$ cat src/cfc_pkg.sv
// Shared types, header offsets, status codes and the CRC32C byte update
// for the frame checker. No dependencies.
`default_nettype none

package cfc_pkg;

  localparam int unsigned CountW   = 33;
  localparam int unsigned HdrSize  = 14;
  localparam int unsigned OffType  = 4;
  localparam int unsigned OffFlags = 5;
  localparam int unsigned OffLen   = 6;
  localparam int unsigned OffCrc   = 10;

  localparam logic [31:0] CrcPoly = 32'h82F6_3B78;
  localparam logic [31:0] CrcInit = 32'hFFFF_FFFF;

  typedef enum logic [2:0] {
    STATUS_OK        = 3'd0,
    STATUS_SHORT     = 3'd1,
    STATUS_BAD_MAGIC = 3'd2,
    STATUS_LEN_ERR   = 3'd3,
    STATUS_CRC_ERR   = 3'd4
  } status_e;

  typedef struct packed {
    logic [7:0] data;
    logic       last;
  } beat_t;

  typedef struct packed {
    logic advance;
    logic clear;
  } crc_ctrl_t;

  function automatic logic [31:0] crc_byte(input logic [31:0] crc, input logic [7:0] b);
    logic [31:0] c;
    c = crc ^ {24'd0, b};
    for (int i = 0; i < 8; i++) begin
      c = c[0] ? ((c >> 1) ^ CrcPoly) : (c >> 1);
    end
    return c;
  endfunction

endpackage

`default_nettype wire

$ cat src/cfc_in_reg.sv
// Input register stage of the frame checker: holds one accepted beat until
// the processing stage takes it. Depends on cfc_pkg.
`default_nettype none

module cfc_in_reg (
  input  wire logic          clk_i,
  input  wire logic          rst_ni,
  input  wire logic          in_valid_i,
  output logic               in_stall_o,
  input  wire logic [7:0]    data_byte_i,
  input  wire logic          last_byte_i,
  input  wire logic          take_i,
  output logic               beat_valid_o,
  output cfc_pkg::beat_t     beat_o
);
  import cfc_pkg::*;

  logic  valid_q, valid_d;
  beat_t beat_q;
  logic  load;

  assign in_stall_o = valid_q && !take_i;
  assign load       = in_valid_i && !in_stall_o;

  always_comb begin
    valid_d = valid_q;
    if (load) begin
      valid_d = 1'b1;
    end else if (take_i) begin
      valid_d = 1'b0;
    end
  end

  always_ff @(posedge clk_i or negedge rst_ni) begin
    if (!rst_ni) begin
      valid_q <= 1'b0;
    end else begin
      valid_q <= valid_d;
    end
  end

  always_ff @(posedge clk_i) begin
    if (load) begin
      beat_q <= '{data: data_byte_i, last: last_byte_i};
    end
  end

  assign beat_valid_o = valid_q;
  assign beat_o       = beat_q;

endmodule

`default_nettype wire

$ cat config.mk
export PLATFORM = sky130hd
export DESIGN_NAME = cfc_in_reg
export DESIGN_NICKNAME = d
export VERILOG_FILES = /design/src/cfc_pkg.sv /design/src/cfc_in_reg.sv
export SDC_FILE = /design/constraint.sdc
export NUM_CORES = 1
export LEC_CHECK = 0
export BUFFER_PORTS_ARGS = -buffer_cell sky130_fd_sc_hd__buf_2
export CORE_AREA = 2 2 39 41
export CTS_BUF_LIST = sky130_fd_sc_hd__clkbuf_2 sky130_fd_sc_hd__clkbuf_4 sky130_fd_sc_hd__clkbuf_8
export CTS_CLUSTER_DIAMETER = 100
export DETAILED_ROUTE_END_ITERATION = 7
export DIE_AREA = 0 0 41 43
export PLACE_DENSITY_LB_ADDON = 0.1
export SYNTH_ARGS = -nofsm -noshare
export SYNTH_HDL_FRONTEND = slang
export SYNTH_SLANG_ARGS = --single-unit
$ cat constraint.sdc
create_clock -name clk_i -period 1.4 [get_ports clk_i]
set_clock_uncertainty 0.15 [all_clocks]
set_input_delay 0.21 -clock clk_i [delete_from_list [all_inputs] [get_ports clk_i]]
set_output_delay 0.21 -clock clk_i [all_outputs]
set_load 0.02 [all_outputs]
# Yosys cells after proc, flatten, opt, wreduce, memory -nomap -nowiden
# Cells that the tools add are included.
# totals
reg_bits	10
output_inout_bits	11
# classes
mux	2
reduce_logical	5
# op_table
operator	count
1-bit logical AND	2
1-bit zero test	2
1-bit 2-to-1 mux	2
2-bit nonzero test	1

# Depth between registers and ports, before layout
# Gate-level depths: netlist of the first run.
# logic_depth
depth_word	5
mapped_depth	2
depth_no_buf	2

# Worst setup path before layout of the first run
# OpenSTA, ideal clock, no wires.
# synth_path
path_type	reg2reg
from	register valid_q, in the netlist beat_valid_o
to	register beat_q, in the netlist beat_o[0] (enable)
setup_ps	301
arrival_time_ps	753
path_slack_ps	196
stages_incl_launch_ff	3
synth_period_minus_slack_ps	1204
cell_sequence	dfrtp_1 > nand2b_4 > and2_4
# synth_between
elab_chain_cells	3
# synth_lines
item	line	source
start, declared	cfc_in_reg.sv:18	logic valid_q, valid_d;
start signal, assigned	cfc_in_reg.sv:38	valid_q <= valid_d;
1-bit logical AND	cfc_in_reg.sv:22	assign in_stall_o = valid_q && !take_i;
1-bit zero test	cfc_in_reg.sv:23	assign load = in_valid_i && !in_stall_o;
1-bit logical AND	cfc_in_reg.sv:23	
via load	cfc_in_reg.sv:20	logic load;
end signal, assigned	cfc_in_reg.sv:44	beat_q <= '{data: data_byte_i, last: last_byte_i};
end, declared	cfc_in_reg.sv:19	beat_t beat_q;
# The timed path passes the listed nets, and every way through them passes these cells.
# A chain may end at the register's enable or synchronous reset.

# Worst setup path in the final report of the first run
# layout_path
from	register valid_q, in the netlist beat_valid_o
to	output in_stall_o
# layout_between
elab_chain_cells	1
# layout_lines
item	line	source
1-bit logical AND	cfc_in_reg.sv:22	
end, declared	cfc_in_reg.sv:9	output logic in_stall_o,
# Every way passes these cells.

==> summary.md, run 1 <==
| Metric | Value |
|---|---|
| Setup CP Type | `flop to output port` |
| DRC viols | `0` |
| Sw Share | `21.8%` |
| Die W | `41 µm` |
| Initial antenna violation count | `0` |
| Cell area after synthesis | `328 µm²` |
| First-pass GRT wire length | `1080 µm` |
| Pwr dens | `1070 nW/µm²` |
| Worst Path Buf+Inv | `2` |
| Tot GR Track Use | `10.6%` |
| FILL cells | `136` |
| Max-cap violations | `0` |
| Hold WC Path Type | `primary input to flop` |
| P_sw | `138 µW` |
| Post-route minimum period | `1.29 ns` |
| Setup violators final | `0` |
| Largest cells by area after synthesis | `edfxtp_1 82%, dfrtp_1 7.6%, nand2b_4 4.2%, and2_4 2.7%, nand2b_1 1.9%` |
| Total power | `633 µW` |
| Drt pass-1 iters | `3` |
| Slew @ Worst Pin | `0.139 ns` |
| Max FO, Critical Path | `3` |
| Clock sinks | `10` |
| Area Growth Syn to Fin | `79.8%` |
| CTS resizes | `0` |
| RSZ-0062 raised after global routing | `no` |
| Min Hold Slack | `0.0321 ns` |
| DR vias/cell | `3.73` |
| Initial DRC Count | `2` |
| Vias in the first global route | `295` |
| Die extent in y | `43 µm` |
| Reg power frac | `55.4%` |
| Cell taking the most area after synthesis | `edfxtp_1` |
| Initial core utilization | `23.7%` |
| Final net count | `65` |
| Post-Syn Nets | `27` |
| CTS Buf Count | `3` |
| CTS tree | `built` |
| DRT antenna net count | `0` |
| Crit-path max cell delay | `0.41 ns` |
| Sequential-to-total area share from yosys stat | `90.1%` |
| Post-Route WL | `676 µm` |
| Clock transition at the registers of the reported paths | `0.05 ns` |
| Yosys top cell area share | `82.4%` |
| Power share of the combinational group | `14.7%` |
| I/O Buffers | `23` |
| Worst VDD drop | `0.626 mV` |
| Peak Freq | `774 MHz` |
| ANT cells | `0` |
| Fin. Hold Viols | `0` |
| Period utilization | `92.3%` |
| Grt ovf | `0` |
| Io pins | `24` |
| DR vias | `250` |
| Crit-path cells | `nand2b_4 -> inv_1 -> buf_2` |
| Die ar. | `1760 µm²` |
| CP max stage cell | `dfrtp_1` |
| CP delay by family, top | `flip-flops` |
| Final Wtd Congestion | `0.543` |
| YS warnings | `0` |
| Gate Count Post-Synth | `14` |
| Slew margin rel. | `90.7%` |
| Largest net degree at the start of global routing | `10` |
| Clk_lat worst skew | `0.25 ns` |
| Site Rows | `14` |
| Layout cells sized above 1 | `54.9%` |
| Final core occ | `42.6%` |
| Yosys cell types | `6` |
| Core area | `1380 µm²` |
| Final setup TNS | `0 ns` |
| #FFs+latches synth | `10` |
| Leakage | `0.000267 µW` |
| Outcome | `complete, no violations` |
| Setup crit end kind | `output port` |
| Crit path launch type | `flop` |
| H-tree levels | `1` |
| Worst Path Required | `1.04 ns` |
| Clk buf depth | `2` |
| Clk root buf | `clkbuf_4` |
| Post-Syn Area per Cell | `23.4 µm²` |
| Clk network pwr share | `30.0%` |
| Pins Over Slew Limit | `0` |
| Internal power | `495 µW` |
| DR WL/cell | `10.1 µm` |
| CP Data Arrival Time | `0.93 ns` |
==> final timing paths <==
path | startpoint | endpoint | slack (ns) | cells past startpoint
setup / recovery | beat_valid_o | in_stall_o | 0.11 | 3
hold / removal | in_valid_i | beat_valid_o | 0.03 | 2
setup reg to reg | beat_valid_o | beat_o[7] | 0.25 | 2
hold reg to reg | beat_valid_o | beat_valid_o | 0.43 | 2
max in group asynchronous | rst_ni | beat_valid_o | 0.90 | 2
min in group asynchronous | rst_ni | beat_valid_o | 0.11 | 2
==> through the flow <==
step | instances | cell area [µm²] | worst slack (ns)
after floorplan | 14 | 328 | 0.196
after global placement | 53 | 463 | 0.277
after CTS | 67 | 589 | 0.0906
after detailed placement | 53 | 463 | 0.246
after global routing | 67 | 589 | 0.0570
final | 67 | 589 | 0.107
==> kinds of logic after synthesis <==
| logic type | synth area share, % |
|---|---|
| AND/OR/NAND/NOR | 8.78 |
| buffers and inverters | 1.14 |
| flip-flops | 90.1 |
==> layout make-up <==
class                      count  area, µm²  share of cell area [%]
multi-input combinational      3       28.8                    4.88
inverter                       1       3.75                   0.637
sequential                    10        295                    50.1
timing repair buffer          33        215                    36.5
clock buffer                   3       22.5                    3.82
clock inverter                 1       3.75                   0.637
tap                           16       20.0                    3.40
==> cells in the mapped netlist <==
| cell type | instances |
|---|---|
| edfxtp_1 | 9 |
| and2_4 | 1 |
| dfrtp_1 | 1 |
| inv_1 | 1 |
| nand2b_1 | 1 |
| nand2b_4 | 1 |
==> per-layer routing <==
layer | vias up | GRT usage, % | wire (µm)
met5 | - | 0 | 0
met3 | 0 | 9.42 | 84
met4 | 0 | 4.00 | 0
li1 | 123 | - | -
met2 | 17 | 19.4 | 432
met1 | 110 | 5.86 | 158
==> power by group through the flow <==
stage	Sequential [µW]	Clock (µW)	Combinational (µW)
CTS	351	200	94.8
global route	352	223	101
floorplan	378	0	15.7
detailed placement	357	0	73.3
finish	350	190	92.9
global placement	356	0	70.4
==> state kept, by name, summed over array words and instances, names as in the netlist <==
signal        cells
beat_o            9
beat_valid_o      1
==> cells in the final DEF, fill, tap and decap left out, drive strengths merged <==
master | netlist | routed
nand2b | 2 | 2
and2 | 1 | 1
dfrtp | 1 | 1
dlygate4sd3 | 0 | 10
clkbuf | 0 | 3
clkinv | 0 | 1
inv | 1 | 1
edfxtp | 9 | 9
buf | 0 | 23
==> repair_timing <==
action                                  4_1_cts  5_1_grt
setup buffers                                 0        0
endpoints found under the setup margin        0        0
endpoints found under the hold margin        10        0
hold buffers                                 10        0
(Power assumes the default switching activity.)
==> run 2: changes to the inputs <==
--- a/config.mk
+++ b/config.mk
@@ -11,7 +11,9 @@
 export CTS_CLUSTER_DIAMETER = 100
 export DETAILED_ROUTE_END_ITERATION = 7
 export DIE_AREA = 0 0 41 43
+export HOLD_SLACK_MARGIN = 0.15
 export PLACE_DENSITY_LB_ADDON = 0.1
+export SLEW_MARGIN = 20
 export SYNTH_ARGS = -nofsm -noshare
 export SYNTH_HDL_FRONTEND = slang
 export SYNTH_SLANG_ARGS = --single-unit
==> summary.md, run 2 (synthesized netlist as in run 1, its figures left out) <==
| Metric | Value |
|---|---|
| Die ar. | `1760 µm² (unchanged)` |
| Clk_lat worst skew | `0.25 ns (about the same)` |
| Routed wire length on met2 | `434 µm (+0.46%)` |
| FILL cells | `134 (-1.5%)` |
| Crit Reg-Reg Endpoint | `beat_o[7]` |
| Site Rows | `14 (unchanged)` |
| Clk root buf | `clkbuf_4` |
| Slew @ Worst Pin | `0.143 ns (+0.00371 ns)` |
| Most frequent cells in the layout | `23 x buf_2, 12 x dlygate4sd3_1, 9 x edfxtp_1` |
| Initial antenna violation count | `0 (unchanged)` |
| Pwr dens | `1050 nW/µm² (-2.6%)` |
| Tot GR Track Use | `10.9% (+0.31 points)` |
| CP Data Arrival Time | `0.94 ns (about the same)` |
| CTS resizes | `0 (unchanged)` |
| Core area | `1380 µm² (unchanged)` |
| Vias in the first global route | `310 (+5.1%)` |
| Max-cap violations | `0 (unchanged)` |
| Max FO, Critical Path | `3 (unchanged)` |
| Crit path from | `beat_valid_o` |
| Layout cells sized above 1 | `52.8% (-2.1 points)` |
| Die W | `41 µm (unchanged)` |
| CTS Hold Buffers Added | `13 (+3)` |
| RSZ-0062 raised after global routing | `no` |
| Setup crit end kind | `output port` |
| CTS Buf Count | `3 (unchanged)` |
| I/O Buffers | `23 (unchanged)` |
| Final Wtd Congestion | `0.543 (unchanged)` |
| Clk buf depth | `2 (unchanged)` |
| DR WL/cell | `10.0 µm (-0.89%)` |
| Reg-to-Reg Start | `beat_valid_o` |
| Commonest non-fill, non-tap cell in the layout | `buf_2` |
| Sequential cell area | `295 µm² (unchanged)` |
| Setup crit end | `in_stall_o` |
| Grt ovf | `0 (unchanged)` |
| Pins Over Slew Limit | `0 (unchanged)` |
| ANT cells | `0 (unchanged)` |
| Fin. Hold Viols | `0 (unchanged)` |
| Hold WC Path Type | `primary input to flop` |
| Peak Freq | `772 MHz (-0.21%)` |
| Largest net degree at the start of global routing | `10 (unchanged)` |
| Crit-path max cell delay | `0.41 ns (about the same)` |
| Max reg flops | `9 (unchanged)` |
| Metal3 WL | `84 µm (unchanged)` |
| Total power | `637 µW (+0.69%)` |
| DRT antenna net count | `0 (unchanged)` |
| Io pins | `24 (unchanged)` |
| Multi-input logic area | `28.8 µm² (unchanged)` |
| Leakage | `0.000276 µW (+3.1%)` |
| Die extent in y | `43 µm (unchanged)` |
| DRC viols | `0 (unchanged)` |
| Final net count | `67 (+3.1%)` |
| Crit path launch type | `flop` |
| Drt pass-1 iters | `3 (unchanged)` |
| Final setup margin | `0.105 ns (-0.00274 ns)` |
| CP delay by family, top | `flip-flops` |
| Outcome | `complete, no violations` |
| Initial core utilization | `23.7% (unchanged)` |
| Top layer in use | `met3` |
| Placement Setup Slack | `0.246 ns (unchanged)` |
| Slew margin rel. | `90.5% (-0.25 points)` |
| Worst Path Buf+Inv | `2 (unchanged)` |
| Crit-path cells | `nand2b_4 -> inv_1 -> buf_2` |
| CP Depth | `3 (unchanged)` |
| DR vias/cell | `3.71 (-0.57%)` |
| DR vias | `256 (+2.4%)` |
| Postcts setup bufs | `0 (unchanged)` |
| Area Growth Syn to Fin | `85.9%` |
| Period utilization | `92.5% (+0.20 points)` |
| Worst VDD drop | `0.627 mV (about the same)` |
| M1 WL | `172 µm (+8.9%)` |
| Clock sinks | `10 (unchanged)` |
| Post-Route WL | `690 µm (+2.1%)` |
| Setup CP Type | `flop to output port` |
| First-pass GRT wire length | `1140 µm (+5.1%)` |
| Setup violators final | `0 (unchanged)` |
| CTS tree | `built` |
| Worst Path Required | `1.04 ns (about the same)` |
| Post-route minimum period | `1.30 ns (+0.00274 ns)` |
| R2R depth | `2 (unchanged)` |
| H-tree levels | `1 (unchanged)` |
| Worst reg2reg setup slack | `0.25 ns (about the same)` |
| Clock transition at the registers of the reported paths | `0.05 ns (about the same)` |
| CP max stage cell | `dfrtp_1` |
| Final setup TNS | `0 ns (unchanged)` |
| Initial DRC Count | `2 (unchanged)` |
[run 2: per-layer routing]
| metal | track usage, % | up-vias |
|---|---|---|
| met4 | 4.00 | 0 |
| met5 | 0 | - |
| met1 | 6.55 | 112 |
| met2 | 19.7 | 17 |
| li1 | - | 127 |
| met3 | 9.42 | 0 |
[run 2: final cells by class]
cell class | count | area share, %
multi-input combinational | 3 | 4.72
timing repair buffer | 35 | 38.6
clock buffer | 3 | 3.70
inverter | 1 | 0.616
tap | 16 | 3.29
clock inverter | 1 | 0.616
sequential | 10 | 48.5
[run 2: metrics by stage]
stage	cell area (µm²)	util, %	hold WS [ns]	std cells
global route	609	44.0	0.126	69
global placement	463	33.5	-0.166	53
CTS	619	44.8	0.326	70
detailed placement	463	33.5	-0.159	53
floorplan	328	-	-0.236	14
finish	609	44.0	0.0994	69
[run 2: how the worst min path moves through the flow]
stage	start	endpoint	slack [ns]	cells past startpoint
3_3_place_gp	rst_ni	beat_valid_o	-0.17	1
4_1_cts	take_i	beat_o[0]	0.33	3
6_report	take_i	beat_valid_o	0.1	3
2_1_floorplan	rst_ni	beat_valid_o	-0.24	0
5_1_grt	take_i	beat_valid_o	0.13	3
3_5_place_dp	rst_ni	beat_valid_o	-0.16	1
[run 2: power breakdown]
group	switching [µW]	internal (µW)
clock network	87.3	102
logic	45.9	51.3
registers	5.26	345
[run 2: worst register-to-register path, stage by stage (launching register included)]
cell	delay, ns
dfrtp_1	0.41
nand2b_4	0.09
and2_4	0.21
